File: src/rtl/core/cabs_pkg.sv
// Shared constants, box entry type and controller/datapath interface structs
// for the class-aware box suppression block. No dependencies.
`default_nettype none
package cabs_pkg;
	localparam int MAX_BOXES   = 64;
	localparam int LABEL_BITS  = 7;
	localparam int IDX_W       = $clog2(MAX_BOXES);
	localparam int CNT_W       = $clog2(MAX_BOXES + 1);
	localparam int COORD_W     = 16;
	localparam int SCORE_W     = 16;
	localparam int OUT_LABEL_W = 7;
	localparam int AREA_W      = 34;
	localparam int DATA_W      = 88;
	localparam logic [15:0] THR_RESET = 16'd32768;

	typedef struct packed {
		logic signed [COORD_W-1:0] x1;
		logic signed [COORD_W-1:0] y1;
		logic signed [COORD_W-1:0] x2;
		logic signed [COORD_W-1:0] y2;
		logic [SCORE_W-1:0]        score;
		logic [LABEL_BITS-1:0]     label;
		logic signed [AREA_W-1:0]  area;
	} box_t;

	typedef struct packed {
		logic             load;
		logic             clr_batch;
		logic             scan_start;
		logic             scan_rd;
		logic             sup_rd;
		logic             pick_rd;
		logic             take_pick;
		logic             emit;
		logic             emit_empty;
		logic [IDX_W-1:0] rd_idx;
	} cmd_t;

	typedef struct packed {
		logic [CNT_W-1:0] count;
		logic             busy;
		logic             remaining;
		logic             out_full;
	} sts_t;
endpackage
`default_nettype wire

File: src/rtl/core/cabs_ctrl.sv
// Controller: sequences loading, best-score scans, suppression passes and
// result emission. Depends on cabs_pkg; commands cabs_dp.
`default_nettype none
module cabs_ctrl (
	input  wire logic           clk,
	input  wire logic           arst_n,
	input  wire logic           in_valid,
	output logic                in_ready,
	input  wire logic           in_last,
	input  wire cabs_pkg::sts_t sts,
	output cabs_pkg::cmd_t      cmd
);
	import cabs_pkg::*;

	typedef enum logic [3:0] {
		S_IDLE, S_START, S_SCAN, S_SCAN_WAIT, S_PICK, S_PICK_WAIT,
		S_SUP, S_SUP_WAIT, S_EMIT, S_EMPTY
	} state_t;

	state_t           state_q;
	logic [CNT_W-1:0] j_q;
	logic             last_j;

	assign in_ready = (state_q == S_IDLE);
	assign last_j   = (j_q == sts.count - CNT_W'(1));

	// Decode commands from state
	always_comb begin
		cmd            = '0;
		cmd.rd_idx     = j_q[IDX_W-1:0];
		unique case (state_q)
			S_IDLE:      cmd.load = in_valid;
			S_START:     cmd.scan_start = (sts.count != '0);
			S_SCAN:      cmd.scan_rd = 1'b1;
			S_PICK:      cmd.pick_rd = 1'b1;
			S_PICK_WAIT: cmd.take_pick = 1'b1;
			S_SUP:       cmd.sup_rd = 1'b1;
			S_EMIT: begin
				cmd.emit      = !sts.out_full;
				cmd.clr_batch = !sts.out_full && !sts.remaining;
			end
			S_EMPTY: begin
				cmd.emit_empty = !sts.out_full;
				cmd.clr_batch  = !sts.out_full;
			end
			default: cmd = '0;
		endcase
	end

	// Advance state and the entry counter
	always_ff @(posedge clk or negedge arst_n) begin
		if (!arst_n) begin
			state_q <= S_IDLE;
			j_q     <= '0;
		end else begin
			unique case (state_q)
				S_IDLE: begin
					if (in_valid && in_last) begin
						state_q <= S_START;
					end
				end
				S_START: begin
					j_q     <= '0;
					state_q <= (sts.count == '0) ? S_EMPTY : S_SCAN;
				end
				S_SCAN: begin
					if (last_j) begin
						state_q <= S_SCAN_WAIT;
					end else begin
						j_q <= j_q + CNT_W'(1);
					end
				end
				S_SCAN_WAIT: if (!sts.busy) state_q <= S_PICK;
				S_PICK:      state_q <= S_PICK_WAIT;
				S_PICK_WAIT: begin
					j_q     <= '0;
					state_q <= S_SUP;
				end
				S_SUP: begin
					if (last_j) begin
						state_q <= S_SUP_WAIT;
					end else begin
						j_q <= j_q + CNT_W'(1);
					end
				end
				S_SUP_WAIT:  if (!sts.busy) state_q <= S_EMIT;
				S_EMIT: begin
					if (!sts.out_full) begin
						state_q <= sts.remaining ? S_START : S_IDLE;
					end
				end
				S_EMPTY:     if (!sts.out_full) state_q <= S_IDLE;
				default:     state_q <= S_IDLE;
			endcase
		end
	end
endmodule
`default_nettype wire

File: config.mk
export PLATFORM = sky130hd
export DESIGN_NAME = cabs_ctrl
export DESIGN_NICKNAME = d
export VERILOG_FILES = /design/src/rtl/core/cabs_pkg.sv /design/src/rtl/core/cabs_ctrl.sv
export SDC_FILE = /design/constraint.sdc
export NUM_CORES = 1
export LEC_CHECK = 0
export BUFFER_PORTS_ARGS = -buffer_cell sky130_fd_sc_hd__buf_2
export CAP_MARGIN = 20
export CORE_MARGIN = 2
export CORE_UTILIZATION = 45
export DETAILED_ROUTE_END_ITERATION = 6
export PLACE_DENSITY = 0.83
export SLEW_MARGIN = 0
export SYNTH_ARGS = -nofsm -noshare
export SYNTH_HDL_FRONTEND = slang
export SYNTH_SLANG_ARGS = --single-unit
File: constraint.sdc
create_clock -name clk -period 1.5 [get_ports clk]
set_input_delay 0.3 -clock clk [delete_from_list [all_inputs] [get_ports clk]]
set_output_delay 0.3 -clock clk [all_outputs]
set_load 0.01 [all_outputs]
Word-level counts from Yosys, hierarchy flattened
Index checks and enable logic that the tools add are counted. Widths: inputs -> output; s select.

Register bits after elaboration: 11. Input port bits: 14. Output and inout port bits: 16. Word-level logic and storage cells: 57.

Add/sub/neg operators: 2. Eq/ne operators: 18. Mux-type cells: 22. Reductions and logical operators: 13.

Operators by type and width (count): $pmux 4 s10 (1); $mux 4 (8); $eq 4x3->1 const B (4); $ne 2x2->1 const B (7); $pmux 7 s2 (1); $mux 1 (9); $eq 4x2->1 const B (2); $eq 4x4->1 const B (2); $reduce_or 8->1 (1); $add 7x1->7 const B (1); $eq 7x7->1 (1); $logic_not 7->1 (1); $mux 7 (1); $reduce_and 7->1 (1); $reduce_bool 7->1 (1); $sub 7x1->7 const B (1); $mux 6 (1); $eq 4x1->1 const B (1); $logic_not 4->1 (1); $reduce_or 2->1 (2); $logic_and 1x1->1 (2); $logic_not 1->1 (2); $ne 2x1->1 const B (1); $pmux 1 s2 (1); other kinds (2) (2).

Logic depth before layout (Yosys ltp)
Gate-level depths: netlist (run 1).

Depth after elaboration: 4. Depth in mapped cells: 8.

Worst setup path after synthesis (run 1)
OpenSTA, ideal clock, no wires.

Path kind: register -> register. From: register state_q[3]. To: register state_q[2]. Setup time: 0.136 ns. Data arrival time: 1.623 ns. Path slack: -0.259 ns. Stages on the path, launching flop included: 8. Path buffers: 1. Clock period less this slack: 1.759 ns. Path through: dfrtp_1 -> clkbuf_1 -> nor4_1 -> nand2_1 -> o211ai_1 -> nor3_1 -> a21oi_1 -> o21ai_0.

Word-level cells in the longest chain between the ends: 3. Elaborated cells between the ends (all ways): 19. Those cells by class: 16 x eq/ne; 1 x mux; 2 x reduce/logical.

Ends and longest elaborated chain: from (decl) (line cabs_ctrl.sv:20) `state_t state_q;`; from (signal assigned) (line cabs_ctrl.sv:64) `state_q <= (sts.count == '0) ? S_EMPTY : S_SCAN;`; from (signal assigned) (line cabs_ctrl.sv:89) `state_q <= sts.remaining ? S_START : S_IDLE;`; $logic_not 4->1 (*); net in_ready (line cabs_ctrl.sv:8) `output logic in_ready,`; $ne 2x1->1 (no source line); $reduce_and 7->1 (no source line).

The timed path passes the listed nets; every way through them passes the cells marked *. A chain may end at the register's enable or synchronous reset.

Worst setup path in the final report (run 1)
From: register j_q[4]. To: register j_q[2].

Word-level cells in the longest chain between the ends: 3.

Ends and longest elaborated chain: from (decl) (line cabs_ctrl.sv:21) `logic [CNT_W-1:0] j_q;`; from (signal assigned) (line cabs_ctrl.sv:70) `j_q <= j_q + CNT_W'(1);`; from (signal assigned) (line cabs_ctrl.sv:83) `j_q <= j_q + CNT_W'(1);`; $eq 7x7->1 (line cabs_ctrl.sv:25) `assign last_j = (j_q == sts.count - CNT_W'(1));`; $ne 2x2->1 (no source line); $reduce_and 2->1 (no source line).

No other way between the ends.

==> impl_metrics.tcl, run 1 <==
set metrics [dict create \
    final_max_slew_viol_count 0 \
    switching_share_pct 47.50 \
    yosys.area.top_type "sky130_fd_sc_hd__dfrtp_1" \
    worstMarginPinSlew_ns 0.5322 \
    number_of_buffers_inserted_by_port_buffering 29 \
    cts.reportedPaths.clkPinSlew_ns 0.07 \
    post_synth_instance_area_um2 949.7 \
    hp-start "sts[2]" \
    synth_nets 136 \
    power.net_switching_mw 1.454 \
    clockRootBuffer "sky130_fd_sc_hd__clkbuf_4" \
    result_of_the_run "complete, but fails checks" \
    yosysSeqAreaShare_pct 28.99 \
    critical_path.startpoint_type "flip-flop" \
    die_area_mm2 0.002494 \
    routed_via_density 6.187 \
    max_slew_margin_pct 64.27 \
    number_of_antenna_violations_at_the_first_check_in_global_routing 0 \
    detailed_placer_s_ending_hpwl_mm 2.137 \
    share_clk_of_total_power_pct 6.9 \
    gr-total-overflow 0 \
    critical_path.slowest_cell "sky130_fd_sc_hd__dfrtp_1" \
    final_layout_size_suffix_gt1_share_pct 57.29 \
    drc 0 \
    clock_tree.htree_level_count 1 \
    final_critical_path_required_period_ns 1.863 \
    setup_viol 26 \
    dr_wl_cell_um 20.95 \
    synth-async-reset-ratio_pct 100.0 \
    routed-via-count 1355 \
    fin_util_pct 85.16 \
    floorplan.initialDensity_pct 47.92 \
    num-fill-cells 90 \
    clk-insertion-delay-late_ns 0.28 \
    synthDominantCellAreaShare_pct 28.99 \
    yosys.cell_types.count 33 \
    layout-area-overhead-vs-synth_pct 77.73 \
    floorplan.core_area_mm2 0.001982 \
    layout_common_cells "sky130_fd_sc_hd__buf_4 (31), sky130_fd_sc_hd__buf_2 (28), sky130_fd_sc_hd__nand2_1 (16), sky130_fd_sc_hd__buf_6 (13), sky130_fd_sc_hd__dfrtp_1 (8)" \
    critical_path.n_buffers_inverters 0 \
    globalplace.congestion 0.8744 \
    p_seq_share_pct 17.1 \
    multiInputGateArea_um2 794.5 \
    mostFrequentLayoutCell "sky130_fd_sc_hd__buf_4" \
    drtAntennaViolNets 0 \
    synth.top_cells.by_area "sky130_fd_sc_hd__dfrtp_1 (29%), sky130_fd_sc_hd__nand2_1 (7.1%), sky130_fd_sc_hd__mux2i_1 (6.3%)" \
    first_global_vias 1269 \
    critical-path-max-stage-delay_ns 0.43 \
    floorplan.die.height_um 49.94 \
    diodes 0 \
    synth_edf_count 0 \
    violations_in_the_final_reports "negative setup slack" \
    cts_tree "built" \
    ys_seq_elements 11 \
    static-leakage-power_nw 0.8422 \
    timing.final.hold_violations 0 \
    firstDrtPassIters 4 \
    io-pin-count 30 \
    fin_crit_sh_pct 124.2 \
    syn_area_per_cell_um2 7.980 \
    data_required_time_of_the_worst_path_ns 1.68 \
    cts_num_sinks 11 \
    ys_dominant_reg_cell "sky130_fd_sc_hd__dfrtp_1" \
    arrival_worst_endpoint_ns 2.04 \
    grt_first_pass_wirelength_mm 5.823 \
    die-width_um 49.94 \
    timing.critical_path.max_delay_family "compound AO/OA/AOI/OAI gates" \
    drt-initial-drc-count 59 \
    worstSetupEndpointType "flip-flop" \
    synth_cells 119 \
    grt_max_degree 12 \
    max_freq_ghz 0.5368 \
    fp-row-count 16 \
    crit_path_start "j_q[4]$_DFFE_PN0P_" \
    yosysWarningCount 0 \
    layout.nets 210 \
    cts_buffers 3 \
    rsz0062_at_grt "yes" \
    path_class "reg2reg" \
    maximum_count_of_clock_buffers_along_a_single_path 2 \
    groute.usage.overall_pct 31.46 \
    worst_ir_drop_vdd_mv 1.402 \
    hold_path_class "in2reg" \
    dp_slack_ns -0.3298 \
    reg2reg_from "j_q[4]$_DFFE_PN0P_" \
    skew_ns 0.007450 \
    wl_mm 4.589 \
    int_power_mw 1.607 \
    pwr_cell_area_mw_per_mm2 1813 \
    setup_slack_ns -0.3627 \
    cp_cell_sequence "xnor2_2, a211o_1, a22oi_2, a31oi_4, nand2_1, mux2i_1" \
    cap_violations 0 \
    p_comb_share_pct 76.0 \
    ff_latch_area_um2 279.0 \
    path_max_fanout 5 \
]
## cells in the mapped netlist (4+ instances only)
cell type                  number
sky130_fd_sc_hd__nor2b_1        7
sky130_fd_sc_hd__clkbuf_1       4
sky130_fd_sc_hd__a21oi_1        7
sky130_fd_sc_hd__mux2i_1        6
sky130_fd_sc_hd__nor3_1         4
sky130_fd_sc_hd__dfrtp_1       11
sky130_fd_sc_hd__inv_1          5
sky130_fd_sc_hd__nor2_1        12
sky130_fd_sc_hd__nand2_1       18
sky130_fd_sc_hd__xnor2_1        6
sky130_fd_sc_hd__nand4_1        5
## state kept, by name, indices dropped and copies added (netlist names)
signal and count:
j_q 7, state_q 4
## final timing paths
path / endpoint / slack (ns) / cells past startpoint
worst min-delay path: state_q[1]$_DFFE_PN0P_ / 0.39 / 3
worst max-delay path: j_q[2]$_DFFE_PN0P_ / -0.36 / 6
max in group asynchronous: state_q[3]$_DFFE_PN0P_ / 0.87 / 2
min in group asynchronous: j_q[3]$_DFFE_PN0P_ / 0.41 / 2
worst max register to register: j_q[2]$_DFFE_PN0P_ / -0.36 / 6
worst min register to register: j_q[5]$_DFFE_PN0P_ / 0.61 / 2
## layout make-up
type | count | share of cell area (%)
clock buffer | 3 | 1.334
clock inverter | 1 | 0.2965
inverter | 5 | 1.408
multi-input combinational | 99 | 47.07
sequential | 11 | 16.53
tap | 27 | 2.001
timing repair buffer | 73 | 31.36
## power groups by stage
| stage | combinational, mW | sequential [mW] | clock, mW |
|---|---|---|---|
| after floorplan | 0.777 | 0.443 | 0 |
| after global placement | 1.32 | 0.487 | 0 |
| after detailed placement | 1.37 | 0.493 | 0 |
| after CTS | 1.74 | 0.484 | 0.213 |
| after global routing | 2.40 | 0.526 | 0.233 |
| final | 2.33 | 0.524 | 0.212 |
## metal layers
| metal | track usage, % | part of all wire (%) | up-vias |
|---|---|---|---|
| li1 | - | - | 561 |
| met5 | 0 | 0 | - |
| met1 | 34.59 | 33 | 626 |
| met4 | 20.83 | 9.0 | 0 |
| met2 | 55.33 | 48 | 126 |
| met3 | 4.848 | 10 | 42 |
## metrics by stage
stage	setup TNS [ns]	cells	total power, mW	area (µm²)	hold WS, ns
after floorplan	-0.4991	119	1.220	979.7	0.004409
after global placement	-2.427	198	1.804	1349	0.1814
after detailed placement	-3.005	198	1.862	1349	0.1842
after CTS	-3.900	213	2.441	1541	0.3346
after global routing	-6.768	219	3.156	1688	0.3893
final	-5.803	219	3.061	1688	0.3949
## tightest hold or removal path, stage by stage
cell and delay, ns:
sky130_fd_sc_hd__buf_2 0.10, sky130_fd_sc_hd__o21ai_0 0.08, sky130_fd_sc_hd__a21oi_1 0.14
## repair_timing
action                                  CTS  global route
buffers inserted                          9             6
pin swaps                                13             7
gates resized for setup                  20            26
endpoints found under the setup margin   25            26
gates cloned                              1             0
hold endpoints to repair                 11             0
hold buffers                              1             0
## cells by family after synthesis
| kind of cell | count (synthesis) | share of synthesized area, % |
|---|---|---|
| AOI/OAI and AO/OA | 17 | 12.91 |
| xor gates and xnor gates | 9 | 8.301 |
| adders and majority gates | 3 | 3.953 |
| buffers and inverters | 10 | 4.084 |
| DFF | 11 | 28.99 |
| muxes | 6 | 6.324 |
| and+or+nand+nor | 63 | 35.44 |
(Power assumes the default switching activity.)
==> run 2, diff against run 1 <==
ABC_CLOCK_PERIOD_IN_PS = 1600   (was unset)
TNS_END_PERCENT = 30   (was unset)
clock period = 1.6 ns   (was 1.5 ns; I/O delays follow)
==> impl_metrics.tcl, run 2 (synthesis results as in run 1) <==
set metrics [dict create \
    violations_in_the_final_reports "negative setup slack" \
    fin_util_pct 71.40 \
    drt-initial-drc-count 30 \
    firstDrtPassIters 4 \
    arrival_worst_endpoint_ns 1.39 \
    layout-area-overhead-vs-synth_pct 49.01 \
    grt_first_pass_wirelength_mm 4.526 \
    ff_latch_area_um2 280.3 \
    timing.rr.end "state_q[2]$_DFFE_PN0P_" \
    cts_buffers 3 \
    groute.usage.overall_pct 23.44 \
    first_global_vias 1033 \
    fp-row-count 16 \
    static-leakage-power_nw 0.7108 \
    grt_max_degree 12 \
    number_of_buffers_inserted_by_port_buffering 29 \
    io-pin-count 30 \
    max_slew_margin_pct 68.41 \
    layout_common_cells "sky130_fd_sc_hd__buf_2 (29), sky130_fd_sc_hd__buf_4 (18), sky130_fd_sc_hd__nand2_1 (17), sky130_fd_sc_hd__nor2_1 (8)" \
    clk-insertion-delay-late_ns 0.27 \
    reg_top3 "j_q (7), state_q (4)" \
    result_of_the_run "complete, but fails checks" \
    die_area_mm2 0.002494 \
    cts_num_sinks 11 \
    final_max_slew_viol_count 0 \
    worstMarginPinSlew_ns 0.4718 \
    die-width_um 49.94 \
    detailed_placer_s_ending_hpwl_mm 1.955 \
    timing.final.hold_violations 0 \
    reg2reg_from "state_q[3]$_DFFE_PN0P_" \
    cts_tree "built" \
    largest_register "j_q" \
    cap_violations 0 \
    flip_flop_count_of_the_largest_register_all_copies_and_words_added 7 \
    gr-total-overflow 0 \
    num-fill-cells 153 \
    drtAntennaViolNets 0 \
    multiInputGateArea_um2 728.2 \
    cts.reportedPaths.clkPinSlew_ns 0.07 \
    pwr_cell_area_mw_per_mm2 1462 \
    maximum_count_of_clock_buffers_along_a_single_path 2 \
    routed-via-count 1119 \
    r2r_cells 6 \
    globalplace.congestion 0.9072 \
    hold_depth 3 \
    rsz0062_at_grt "yes" \
    floorplan.core_area_mm2 0.001982 \
    skew_ns 0.007440 \
    floorplan.die.height_um 49.94 \
    worst_ir_drop_vdd_mv 1.098 \
    final_layout_size_suffix_gt1_share_pct 45.88 \
    crit_path_start "state_q[1]$_DFFE_PN0P_" \
    hold_path_class "in2reg" \
    drc 0 \
    critical_path.startpoint_type "flip-flop" \
    diodes 0 \
    holdWs_ns 0.3723 \
    max_freq_ghz 0.5833 \
    min_to "state_q[3]$_DFFE_PN0P_" \
    floorplan.initialDensity_pct 47.92 \
    worstSetupEndpointType "primary output" \
    path_max_fanout 5 \
    path_class "reg2out" \
    clockRootBuffer "sky130_fd_sc_hd__clkbuf_4" \
    mostFrequentLayoutCell "sky130_fd_sc_hd__buf_2" \
    dr_wl_cell_um 14.52 \
    setup_viol 19 \
    hp-start "sts[0]" \
    final_critical_path_required_period_ns 1.714 \
    clock_tree.htree_level_count 1 \
    wl_mm 2.861 \
    rrSetupSlack_ns -0.09 \
    setup_slack_ns -0.1143 \
    fin_crit_sh_pct 107.1 \
    layout.nets 188 \
    number_of_antenna_violations_at_the_first_check_in_global_routing 0 \
    data_required_time_of_the_worst_path_ns 1.28 \
    routed_via_density 5.680 \
]
==> run 2: changes by cell type in the layout (fill, tap and decap cells not counted), moves of 2 or more <==
cell and delta:
sky130_fd_sc_hd__buf_4 -13, sky130_fd_sc_hd__buf_6 -10, sky130_fd_sc_hd__nor2_1 +3, sky130_fd_sc_hd__a21oi_1 +2
sky130_fd_sc_hd__nor2_4 -2, sky130_fd_sc_hd__nor2b_1 +2, sky130_fd_sc_hd__nor2b_2 -2
==> run 2: power breakdown <==
part           internal (mW)  total [mW]  switching (mW)
clock network         0.0927       0.190          0.0970
registers              0.366       0.521           0.155
logic                  0.589        1.36           0.769
total                   1.05        2.07            1.02
==> run 2: worst max-delay path by stage <==
stage	endpoint	slack [ns]	cells past startpoint
after floorplan	state_q[2]$_DFFE_PN0P_	-0.01	7
after global routing	cmd[6]	-0.21	5
after CTS	j_q[6]$_DFFE_PN0P_	-0.09	6
final	cmd[6]	-0.11	5
after detailed placement	j_q[5]$_DFFE_PN0P_	-0.27	7
after global placement	j_q[4]$_DFFE_PN0P_	-0.21	7
==> run 2: metal layers <==
metal	track usage, %	share of wire, %	vias up
met2	43.11	52	45
met3	1.818	4.5	5
met5	0	0	-
met4	9.722	1.1	0
met1	27.65	42	550
li1	-	-	519
==> run 2: worst max-delay path, stage by stage, from the launching register on <==
cell	delay (ns)
sky130_fd_sc_hd__dfrtp_2	0.49
sky130_fd_sc_hd__nor2_4	0.15
sky130_fd_sc_hd__buf_6	0.10
sky130_fd_sc_hd__nand3b_1	0.11
sky130_fd_sc_hd__nor2_1	0.12
sky130_fd_sc_hd__buf_2	0.14
==> run 2: timing repair <==
item                                   4_1_cts  5_1_grt
gates resized for setup                     13       10
pin swaps                                   11        3
setup endpoints to repair                   22       26
cloned                                       1        0
endpoints found under the hold margin       11        0
setup buffers                                4        3
hold buffers                                 1        0
==> run 2: through the flow <==
step	TNS, ns	total power [mW]	setup slack, ns	cells	area [µm²]
after floorplan	-0.009858	1.118	-0.009858	119	968.4
after global placement	-1.325	1.457	-0.2087	185	1240
after detailed placement	-1.967	1.494	-0.2670	185	1240
after CTS	-0.6535	1.864	-0.08653	194	1361
after global routing	-3.240	2.199	-0.2077	197	1415
final	-1.463	2.069	-0.1143	197	1415
==> run 2: layout make-up <==
cell class | instances | area share (%)
clock buffers | 3 | 1.592
well taps | 27 | 2.387
multi-input cells | 99 | 51.46
flip-flops and latches | 11 | 19.81
clock inverters | 1 | 0.3537
inverters | 5 | 1.503
repair buffers | 51 | 22.90
